==> src/sv/sstf_pkg.sv <==
// ---------------------------------------------------------------------------
// sstf_pkg - shared types and constants of the SSTF disk scheduler
// Word layouts of the request and result channels, the request memory word,
// the scan unit control bundle and the sequencer states.
// ---------------------------------------------------------------------------
package sstf_pkg;

	localparam int unsigned MAX_REQUESTS_DEF = 64;
	localparam int unsigned ARR_W   = 24;
	localparam int unsigned CYL_W   = 16;
	localparam int unsigned CLK_W   = 32;
	localparam int unsigned MOVE_W  = 32;
	localparam int unsigned WSUM_W  = 40;
	localparam int unsigned RIDX_W  = 6;
	localparam logic [CYL_W-1:0] START_HEAD_RST = 16'd1;

	// request word
	typedef struct packed {
		logic [ARR_W-1:0] arrival_time;
		logic [CYL_W-1:0] cylinder;
		logic             last_request;
	} req_word_t;

	// result word
	typedef struct packed {
		logic [RIDX_W-1:0] request_index;
		logic [CYL_W-1:0]  served_cylinder;
		logic [CLK_W-1:0]  wait_time;
		logic [MOVE_W-1:0] total_movement;
		logic [WSUM_W-1:0] total_wait;
		logic              last_result;
	} rsp_word_t;

	// one stored request
	typedef struct packed {
		logic [ARR_W-1:0] arrival;
		logic [CYL_W-1:0] cylinder;
	} cand_t;

	// request memory entry: request plus its served flag
	typedef struct packed {
		logic  served;
		cand_t cand;
	} mem_word_t;

	// scan unit control
	typedef struct packed {
		logic clr;
		logic vld;
	} scan_ctl_t;

	typedef enum logic [2:0] {
		ST_IDLE,
		ST_FETCH,
		ST_BUMP,
		ST_SCAN,
		ST_PICK,
		ST_EMIT
	} state_t;

	// absolute cylinder distance
	function automatic logic [CYL_W-1:0] cyl_dist(input logic [CYL_W-1:0] a,
			input logic [CYL_W-1:0] b);
		return (a > b) ? a - b : b - a;
	endfunction

endpackage

==> src/sv/sstf_ram.sv <==
// ---------------------------------------------------------------------------
// sstf_ram - generic simple dual-port RAM
// One write port and one read port, read data registered.
// ---------------------------------------------------------------------------
module sstf_ram #(
	parameter int unsigned WIDTH = 8,
	parameter int unsigned DEPTH = 64
) (
	input  logic                     clk,
	input  logic                     we,
	input  logic [$clog2(DEPTH)-1:0] waddr,
	input  logic [WIDTH-1:0]         wdata,
	input  logic [$clog2(DEPTH)-1:0] raddr,
	output logic [WIDTH-1:0]         rdata
);

	logic [WIDTH-1:0] mem [DEPTH];

	// write and registered read
	always_ff @(posedge clk) begin
		if (we) begin
			mem[waddr] <= wdata;
		end
		rdata <= mem[raddr];
	end

endmodule

==> src/sv/sstf_scan.sv <==
// ---------------------------------------------------------------------------
// sstf_scan - candidate tracker for one service step
// Takes one memory word per cycle while ctl.vld is set and keeps the nearest arrived unserved
// request and, as a fallback, the earliest unserved request.
// ---------------------------------------------------------------------------
module sstf_scan
	import sstf_pkg::*;
#(
	parameter int unsigned IW = 6
) (
	input  logic             clk,
	input  logic             arst_n,
	input  scan_ctl_t        ctl,
	input  mem_word_t        word,
	input  logic [IW-1:0]    idx,
	input  logic [CLK_W-1:0] clock_now,
	input  logic [CYL_W-1:0] head,
	output logic             near_found,
	output logic [IW-1:0]    near_idx,
	output logic [CYL_W-1:0] near_dist,
	output cand_t            near_cand,
	output logic [IW-1:0]    early_idx,
	output cand_t            early_cand
);

	logic             near_found_q;
	logic             early_found_q;
	logic [IW-1:0]    near_idx_q;
	logic [IW-1:0]    early_idx_q;
	logic [CYL_W-1:0] near_dist_q;
	cand_t            near_cand_q;
	cand_t            early_cand_q;
	logic             elig;
	logic [CYL_W-1:0] d;

	assign elig = !word.served && ({8'd0, word.cand.arrival} <= clock_now);
	assign d    = cyl_dist(word.cand.cylinder, head);

	// track flags
	always_ff @(posedge clk or negedge arst_n) begin
		if (!arst_n) begin
			near_found_q  <= 1'b0;
			early_found_q <= 1'b0;
		end else if (ctl.clr) begin
			near_found_q  <= 1'b0;
			early_found_q <= 1'b0;
		end else if (ctl.vld) begin
			if (elig) begin
				near_found_q <= 1'b1;
			end
			if (!word.served) begin
				early_found_q <= 1'b1;
			end
		end
	end

	// keep the best candidates; strict compares let the lowest index win ties
	always_ff @(posedge clk) begin
		if (ctl.vld && !ctl.clr) begin
			if (elig && (!near_found_q || d < near_dist_q)) begin
				near_idx_q  <= idx;
				near_dist_q <= d;
				near_cand_q <= word.cand;
			end
			if (!word.served && (!early_found_q || word.cand.arrival < early_cand_q.arrival)) begin
				early_idx_q  <= idx;
				early_cand_q <= word.cand;
			end
		end
	end

	assign near_found = near_found_q;
	assign near_idx   = near_idx_q;
	assign near_dist  = near_dist_q;
	assign near_cand  = near_cand_q;
	assign early_idx  = early_idx_q;
	assign early_cand = early_cand_q;

endmodule

==> src/sv/sstf_disk_scheduler_unit.sv <==
// ---------------------------------------------------------------------------
// sstf_disk_scheduler_unit - shortest-seek-time-first disk scheduler
// Requests are loaded while the block is idle. Each service step reads the
// entry at the service count and advances the clock to its arrival if that
// is later, scans all loaded entries through the single read port, picks a
// request and, once the output slot is free, emits the result and writes
// the served flag back. Reset clears the set and the output; start_head
// returns to cylinder 1.
// ---------------------------------------------------------------------------
module sstf_disk_scheduler_unit
	import sstf_pkg::*;
#(
	parameter int unsigned MAX_REQUESTS = MAX_REQUESTS_DEF
) (
	input  logic             clk,
	input  logic             arst_n,
	input  logic             req_valid,
	output logic             req_stall,
	input  req_word_t        req,
	output logic             rsp_valid,
	input  logic             rsp_stall,
	output rsp_word_t        rsp,
	input  logic             cfg_valid,
	output logic             cfg_ready,
	input  logic [CYL_W-1:0] cfg_data
);

	localparam int unsigned IW = $clog2(MAX_REQUESTS);
	localparam int unsigned CW = $clog2(MAX_REQUESTS + 1);
	localparam int unsigned MW = $bits(mem_word_t);

	state_t state_q, state_d;

	logic [CYL_W-1:0]  start_head_q;
	logic [CW-1:0]     cnt_q;
	logic [CW-1:0]     svc_q;
	logic [CW-1:0]     iss_q;
	logic [CYL_W-1:0]  head_q;
	logic [CLK_W-1:0]  clock_q;
	logic [MOVE_W-1:0] move_q;
	logic [WSUM_W-1:0] wsum_q;
	logic              rd_vld_s1;
	logic              rd_last_s1;
	logic [IW-1:0]     rd_idx_s1;

	logic [IW-1:0]     sel_idx_q;
	cand_t             sel_cand_q;
	logic [CYL_W-1:0]  sel_dist_q;
	logic [CLK_W-1:0]  sel_clock_q;

	logic              out_vld_q;
	rsp_word_t         out_q;

	// memory port
	logic              mem_we;
	logic [IW-1:0]     mem_waddr;
	mem_word_t         mem_wword;
	logic [IW-1:0]     mem_raddr;
	logic [MW-1:0]     mem_rdata;
	mem_word_t         mem_rword;

	// scan unit
	scan_ctl_t         scan_ctl;
	logic              near_found;
	logic [IW-1:0]     near_idx;
	logic [CYL_W-1:0]  near_dist;
	cand_t             near_cand;
	logic [IW-1:0]     early_idx;
	cand_t             early_cand;

	// control strobes
	logic              req_acc;
	logic              load_en;
	logic              issue;
	logic              slot_free;
	logic              emit;
	logic              last_svc;
	logic [CW-1:0]     cnt_m1;

	// emit datapath
	logic [CLK_W-1:0]  wait_v;
	logic [IW+5:0]     idx_ext;

	assign cfg_ready = 1'b1;
	assign req_stall = (state_q != ST_IDLE);
	assign req_acc   = req_valid && !req_stall;
	assign load_en   = req_acc && (cnt_q != CW'(MAX_REQUESTS));
	assign slot_free = !out_vld_q || !rsp_stall;
	assign cnt_m1    = cnt_q - CW'(1);
	assign last_svc  = (svc_q == cnt_m1);
	assign issue     = ((state_q == ST_BUMP) || (state_q == ST_SCAN)) && (iss_q != cnt_q);
	assign mem_rword = mem_word_t'(mem_rdata);

	// next state and strobes
	always_comb begin
		state_d  = state_q;
		emit     = 1'b0;
		scan_ctl = '{clr: 1'b0, vld: 1'b0};
		unique case (state_q)
			ST_IDLE: begin
				if (req_acc && req.last_request) begin
					state_d = ST_FETCH;
				end
			end
			ST_FETCH: begin
				state_d = ST_BUMP;
			end
			ST_BUMP: begin
				scan_ctl.clr = 1'b1;
				state_d      = ST_SCAN;
			end
			ST_SCAN: begin
				scan_ctl.vld = rd_vld_s1;
				if (rd_vld_s1 && rd_last_s1) begin
					state_d = ST_PICK;
				end
			end
			ST_PICK: begin
				state_d = ST_EMIT;
			end
			ST_EMIT: begin
				if (slot_free) begin
					emit    = 1'b1;
					state_d = last_svc ? ST_IDLE : ST_FETCH;
				end
			end
			default: begin
				state_d = ST_IDLE;
			end
		endcase
	end

	always_ff @(posedge clk or negedge arst_n) begin
		if (!arst_n) begin
			state_q <= ST_IDLE;
		end else begin
			state_q <= state_d;
		end
	end

	// memory port: load writes a fresh entry, emit writes back the served flag
	always_comb begin
		mem_we    = load_en || emit;
		mem_waddr = emit ? sel_idx_q : cnt_q[IW-1:0];
		mem_wword = emit ? mem_word_t'{served: 1'b1, cand: sel_cand_q}
			: mem_word_t'{served: 1'b0,
				cand: cand_t'{arrival: req.arrival_time, cylinder: req.cylinder}};
		mem_raddr = (state_q == ST_FETCH) ? svc_q[IW-1:0] : iss_q[IW-1:0];
	end

	sstf_ram #(
		.WIDTH(MW),
		.DEPTH(MAX_REQUESTS)
	) u_ram (
		.clk   (clk),
		.we    (mem_we),
		.waddr (mem_waddr),
		.wdata (MW'(mem_wword)),
		.raddr (mem_raddr),
		.rdata (mem_rdata)
	);

	sstf_scan #(
		.IW(IW)
	) u_scan (
		.clk        (clk),
		.arst_n     (arst_n),
		.ctl        (scan_ctl),
		.word       (mem_rword),
		.idx        (rd_idx_s1),
		.clock_now  (clock_q),
		.head       (head_q),
		.near_found (near_found),
		.near_idx   (near_idx),
		.near_dist  (near_dist),
		.near_cand  (near_cand),
		.early_idx  (early_idx),
		.early_cand (early_cand)
	);

	assign wait_v  = sel_clock_q - {8'd0, sel_cand_q.arrival};
	assign idx_ext = {6'd0, sel_idx_q};

	// configuration register
	always_ff @(posedge clk or negedge arst_n) begin
		if (!arst_n) begin
			start_head_q <= START_HEAD_RST;
		end else if (cfg_valid && cfg_ready) begin
			start_head_q <= cfg_data;
		end
	end

	// set state: counters, head, clock and sums
	always_ff @(posedge clk or negedge arst_n) begin
		if (!arst_n) begin
			cnt_q      <= '0;
			svc_q      <= '0;
			iss_q      <= '0;
			head_q     <= START_HEAD_RST;
			clock_q    <= '0;
			move_q     <= '0;
			wsum_q     <= '0;
			rd_vld_s1  <= 1'b0;
			rd_last_s1 <= 1'b0;
			rd_idx_s1  <= '0;
		end else begin
			rd_vld_s1 <= issue;
			if (issue) begin
				rd_last_s1 <= (iss_q == cnt_m1);
				rd_idx_s1  <= iss_q[IW-1:0];
				iss_q      <= iss_q + CW'(1);
			end
			if (load_en) begin
				cnt_q <= cnt_q + CW'(1);
			end
			if (req_acc && req.last_request) begin
				svc_q  <= '0;
				head_q <= start_head_q;
			end
			if (state_q == ST_FETCH) begin
				iss_q <= '0;
			end
			// advance the clock to the arrival of the entry at the service count
			if ((state_q == ST_BUMP) && (clock_q < {8'd0, mem_rword.cand.arrival})) begin
				clock_q <= {8'd0, mem_rword.cand.arrival};
			end
			if (emit) begin
				if (last_svc) begin
					cnt_q   <= '0;
					clock_q <= '0;
					move_q  <= '0;
					wsum_q  <= '0;
				end else begin
					svc_q   <= svc_q + CW'(1);
					head_q  <= sel_cand_q.cylinder;
					clock_q <= sel_clock_q + {16'd0, sel_dist_q};
					move_q  <= move_q + {16'd0, sel_dist_q};
					wsum_q  <= wsum_q + {8'd0, wait_v};
				end
			end
		end
	end

	// pick the nearest arrived request, else jump to the earliest one
	always_ff @(posedge clk) begin
		if (state_q == ST_PICK) begin
			if (near_found) begin
				sel_idx_q   <= near_idx;
				sel_cand_q  <= near_cand;
				sel_dist_q  <= near_dist;
				sel_clock_q <= clock_q;
			end else begin
				sel_idx_q   <= early_idx;
				sel_cand_q  <= early_cand;
				sel_dist_q  <= cyl_dist(early_cand.cylinder, head_q);
				sel_clock_q <= {8'd0, early_cand.arrival};
			end
		end
	end

	// output register
	always_ff @(posedge clk or negedge arst_n) begin
		if (!arst_n) begin
			out_vld_q <= 1'b0;
		end else if (emit) begin
			out_vld_q <= 1'b1;
		end else if (!rsp_stall) begin
			out_vld_q <= 1'b0;
		end
	end

	always_ff @(posedge clk) begin
		if (emit) begin
			out_q.request_index   <= idx_ext[5:0];
			out_q.served_cylinder <= sel_cand_q.cylinder;
			out_q.wait_time       <= wait_v;
			out_q.total_movement  <= move_q + {16'd0, sel_dist_q};
			out_q.total_wait      <= wsum_q + {8'd0, wait_v};
			out_q.last_result     <= last_svc;
		end
	end

	assign rsp_valid = out_vld_q;
	assign rsp       = out_q;

endmodule

==> config.mk <==
export PLATFORM = sky130hd
export DESIGN_NAME = sstf_disk_scheduler_unit
export DESIGN_NICKNAME = d
export VERILOG_FILES = /design/src/sv/sstf_pkg.sv /design/src/sv/sstf_ram.sv /design/src/sv/sstf_scan.sv /design/src/sv/sstf_disk_scheduler_unit.sv
export SDC_FILE = /design/constraint.sdc
export NUM_CORES = 2
export LEC_CHECK = 0
export BUFFER_PORTS_ARGS = -buffer_cell sky130_fd_sc_hd__buf_2
export CAP_MARGIN = 15
export CORE_MARGIN = 8
export CORE_UTILIZATION = 50
export CTS_CLUSTER_SIZE = 8
export DETAILED_ROUTE_END_ITERATION = 10
export HOLD_SLACK_MARGIN = 0.06
export PLACE_DENSITY_LB_ADDON = 0.05
export SYNTH_ARGS = -nofsm -noshare
export SYNTH_HDL_FRONTEND = slang
export SYNTH_HIERARCHICAL = 1
export SYNTH_SLANG_ARGS = --single-unit
==> constraint.sdc <==
create_clock -name clk -period 7.8 [get_ports clk]
set_input_delay 1.17 -clock clk [delete_from_list [all_inputs] [get_ports clk]]
set_output_delay 1.17 -clock clk [all_outputs]
set_load 0.1 [all_outputs]
==> impl_results.md <==
- Deepest level of the CTS H-tree: 5
- Hold buffers post-CTS: 0
- Commonest non-fill, non-tap cells in the layout: 2953 x edfxtp_1, 654 x mux4_2, 438 x clkbuf_16
- Flip-flop cell with the highest count after synthesis: edfxtp_1
- Iteration-0 DRC count of the detailed router: 8114
- First-pass GRT wire length: 524100 um
- Startpoint kind of the worst setup timing path: register
- Number of input and output port buffers inserted: 190
- Clock latency on the worst-skew pair: 0.94 ns
- Vertical die dimension: 525.1 um
- Synth Instances: 7098
- Chain of cells forming the critical path: ha_1 -> nand4_1 -> nor4_4 -> or4_1 -> o22ai_2 -> buf_4 -> mux2_2 -> ha_1 -> a211o_1 -> o2111ai_1 -> a21oi_1 -> a2111oi_0 -> nor4_1 -> nor2_4 -> buf_4
- End-of-flow core utilization: roughly 57%
- Overall fraction of global-route tracks in use: a little over a quarter
- Die width: 525.1 um
- Largest net degree at the start of global routing: 117
- FFs w/ async S/R, synth: 5.403%
- Area growth syn-to-layout: 13.86%
- Number of nets in the finished design: 7881
- Routability-driven placement congestion ratio: approximately 0.89
- Unrepaired setup endpoints after global routing: no
- Top cell type by total area after synthesis: edfxtp_1
- Share of power burned in the clock network: 31.8%
- Accumulated negative setup slack: 0 ns
- Most common cell after layout, fill and taps aside: edfxtp_1
- DRC violations left: 0
- Comb pwr share: 30.1%
- Min Clock Period, post-route: 5.887 ns
- Required @ worst endpoint: 8.30 ns
- Final cell area excluding filler cells: roughly 150000 um^2
- Sequential share of the synthesized area: roughly 72%
- Worst reg2reg endpoint: u_scan/near_cand[36]$_DFFE_PP_
- Total routed wirelength: 368300 um
- Count of flip-flops with a built-in enable after synthesis: 2953
- Maximum clock skew at final layout: 0.07159 ns
- CTS tree: built
- Sinks on Clock Net: 3165
- Sw frac: 32.82%
- Vias in the first global route: 70440
- CP max stage delay: 0.69 ns
- FF+latch count, synth: 3165
- Area inside the core boundary: 258800 um^2
- Share of layout cells above drive strength 1: approximately 23%
- Switching power total: 17.37 mW
- Class of the most critical setup path: reg2reg
- Crit path to: u_scan/near_cand[36]$_DFFE_PP_
- Launching instance or port of the critical path: head_q[3]$_DFF_PN0_
- Flop pwr share: around two fifths
- Maximum resistive drop on vdd: ~0.48 mV
- Main combinational cell family by area after synthesis: multiplexers
- Element type at the critical path end: register
- Synth Area in XOR/XNOR: 1.230%
- Final Hold Violating Endpoints: 0
- Class of the most critical hold timing path: in2async
- Nets in the synthesized netlist: 7408
- Routed wire length per instance: about 33 um
- Drt pass-1 iters: 6
- Critical Path Slowest Stage Cell: buf_4
- Compound-cell area share of the yosys netlist: 5.826%
- Die Area: 275800 um^2
- Number of vias in the routed layout: 69810
- Num ports: 192
- Buffers inserted by post-CTS timing repair: 0
- Outcome: finished clean
- Vias per inst: 6.274
- Detailed-placement wirelength estimate: around 230000 um
- Relative slew slack: 17.20%
- Pleak: between 40 and 50 nW
- Residual overflow from global routing: 0
- Proportion of synthesized area in mux cells: 12.39%
- Number of distinct library cell variants in the gate-level netlist after synthesis: 99
- Final Max Tran Viols: 0
- Reg-to-reg setup timing slack: 1.91 ns
- CTS root buf: clkbuf_16
- Clock input transition at the sequential cells of the worst setup and hold paths: 0.05 ns
- Main area contributors after synthesis: edfxtp_1 68%, mux4_2 11%, dfrtp_1 3.3%
- Top cell type's share of synthesized area: 68.42%
- Post-synthesis instance area: 129600 um^2
- Number of clock buffers inserted by TritonCTS: 434
- Warning count from the yosys run: 6
- Setup violators final: 0
- Count of instances resized after the clock tree is built: 0
- Antenna violations before repair: 31
- Antenna violation net count after detailed routing: 0
- Maxcap violations: 0
- Simple-gate area share of the yosys netlist: 3.689%
- Clock Path Buffers: 4
- Share of synthesized cell area in full adder, half adder and majority cells: roughly 2.4%
- Arrival time at the worst endpoint: ~6.4 ns
- Register-to-Register Path Depth: 15
- Crit share post-route: around three quarters
- Post-Synthesis Mean Instance Area: approximately 18 um^2
- Slew of the pin with the lowest slew margin: 1.239 ns
- R2R Path Start: head_q[3]$_DFF_PN0_
- Area post-placement: 135700 um^2
- Internal Dissipation: 35.54 mW
- Core Rows: 187
- Maximum fanout count along the critical path: 53
- Power Density: approximately 360 nW/um^2
- Starting density of the core: about 50%
- Highest attainable clock frequency: roughly 0.17 GHz
## cell type report
cell class	instances	area [um^2]
fill	19550	111200
sequential	3165	93780
multi-input combinational	3349	34170
clock buffer	554	11410
tap	3402	4257
timing repair buffer	398	2684
inverter	223	844.6
clock inverter	25	406.6
antenna	12	30.03
## logic make-up after synthesis
family,count (synthesis)
AO/OA/AOI/OAI,1109
XOR/XNOR,182
adder cells (fa/ha/maj),248
buffers and inverters,584
flip-flops,3165
multiplexers,780
other,1
AND/OR/NAND/NOR,1029
## metrics by stage
| step | cells | power [mW] | hold WS (ns) | worst slack (ns) |
|---|---|---|---|---|
| 4_1_cts | 11120 | 53.30 | 0.2861 | 1.905 |
| 3_5_place_dp | 10540 | 36.44 | 0.4585 | 1.519 |
| 2_1_floorplan | 7098 | 30.27 | 0.4262 | 0.2423 |
| 6_report | 11130 | 52.91 | 0.3071 | 1.913 |
| 5_1_grt | 11120 | 54.82 | 0.3390 | 1.538 |
| 3_3_place_gp | 10540 | 36.39 | 0.4497 | 1.724 |
## power by group through the flow
stage               combinational, mW  sequential, mW  clock (mW)
floorplan                        10.0            20.3           0
global placement                 15.9            20.4           0
detailed placement               16.0            20.5           0
CTS                              16.0            20.2        17.1
global route                     16.8            20.2        17.8
finish                           15.9            20.2        16.8
## per-layer routing
| metal | track usage [%] | share of wire, % |
|---|---|---|
| met3 | 4.123 | 6.9 |
| met2 | 43.45 | 49 |
| met4 | 8.042 | 3.2 |
| met5 | 0 | 0.0035 |
| met1 | 36.00 | 41 |
## cells in the mapped netlist, types with 14 or more instances
cell,count
a21o_1,67
nand2b_1,47
nor3_1,49
o31ai_1,22
o21ai_1,45
a21oi_1,231
buf_4,48
o221ai_1,28
dfrtp_1,169
o22ai_1,110
ha_1,240
nor2_1,233
and2_1,24
edfxtp_1,2953
o21a_1,29
and3_1,19
o21ai_0,163
a22oi_1,61
o21bai_1,14
mux2_2,53
mux2i_1,73
nand4_1,40
nor2b_1,31
buf_1,30
buf_6,22
dfxtp_1,41
nand2_1,435
a22o_1,108
o211ai_1,16
xnor2_1,108
nand3_1,66
buf_2,110
inv_1,221
a211oi_1,38
xor2_1,74
mux4_2,654
clkbuf_1,150
a221oi_1,71
## critical path, delay by kind of cell, from the launching register on
family | cells | cell delay, ns
muxes | 1 | 0.38
and+or+nand+nor | 5 | 1.34
AOI/OAI and AO/OA | 5 | 1.41
adders and majority gates | 2 | 0.69
buffers and inverters | 2 | 1.02
DFF | 1 | 0.43
## flip-flops by register name, summed over array words and instances, names as in the netlist, 7 cells and up
register           flops
u_ram/mem           2624
rsp                  127
u_ram/rdata           41
sel_cand_q            40
u_scan/early_cand     40
u_scan/near_cand      40
wsum_q                40
clock_q               32
move_q                32
sel_clock_q           32
head_q                16
sel_dist_q            16
start_head_q          16
u_scan/near_dist      16
cnt_q                  7
iss_q                  7
svc_q                  7
## worst min-delay path by stage
stage	cells past startpoint	slack, ns	startpoint	to
after floorplan	0	0.43	sel_idx_q[0]$_DFFE_PP_	rsp[121]$_DFFE_PP_
after global placement	0	0.45	rd_idx_s1[3]$_DFFE_PN0P_	u_scan/near_idx[3]$_DFFE_PP_
after detailed placement	0	0.46	rd_idx_s1[5]$_DFFE_PN0P_	u_scan/near_idx[5]$_DFFE_PP_
after CTS	1	0.29	arst_n	wsum_q[25]$_DFFE_PN0P_
after global routing	1	0.34	arst_n	wsum_q[29]$_DFFE_PN0P_
final	1	0.31	arst_n	wsum_q[25]$_DFFE_PN0P_
(Power assumes the default switching activity.)
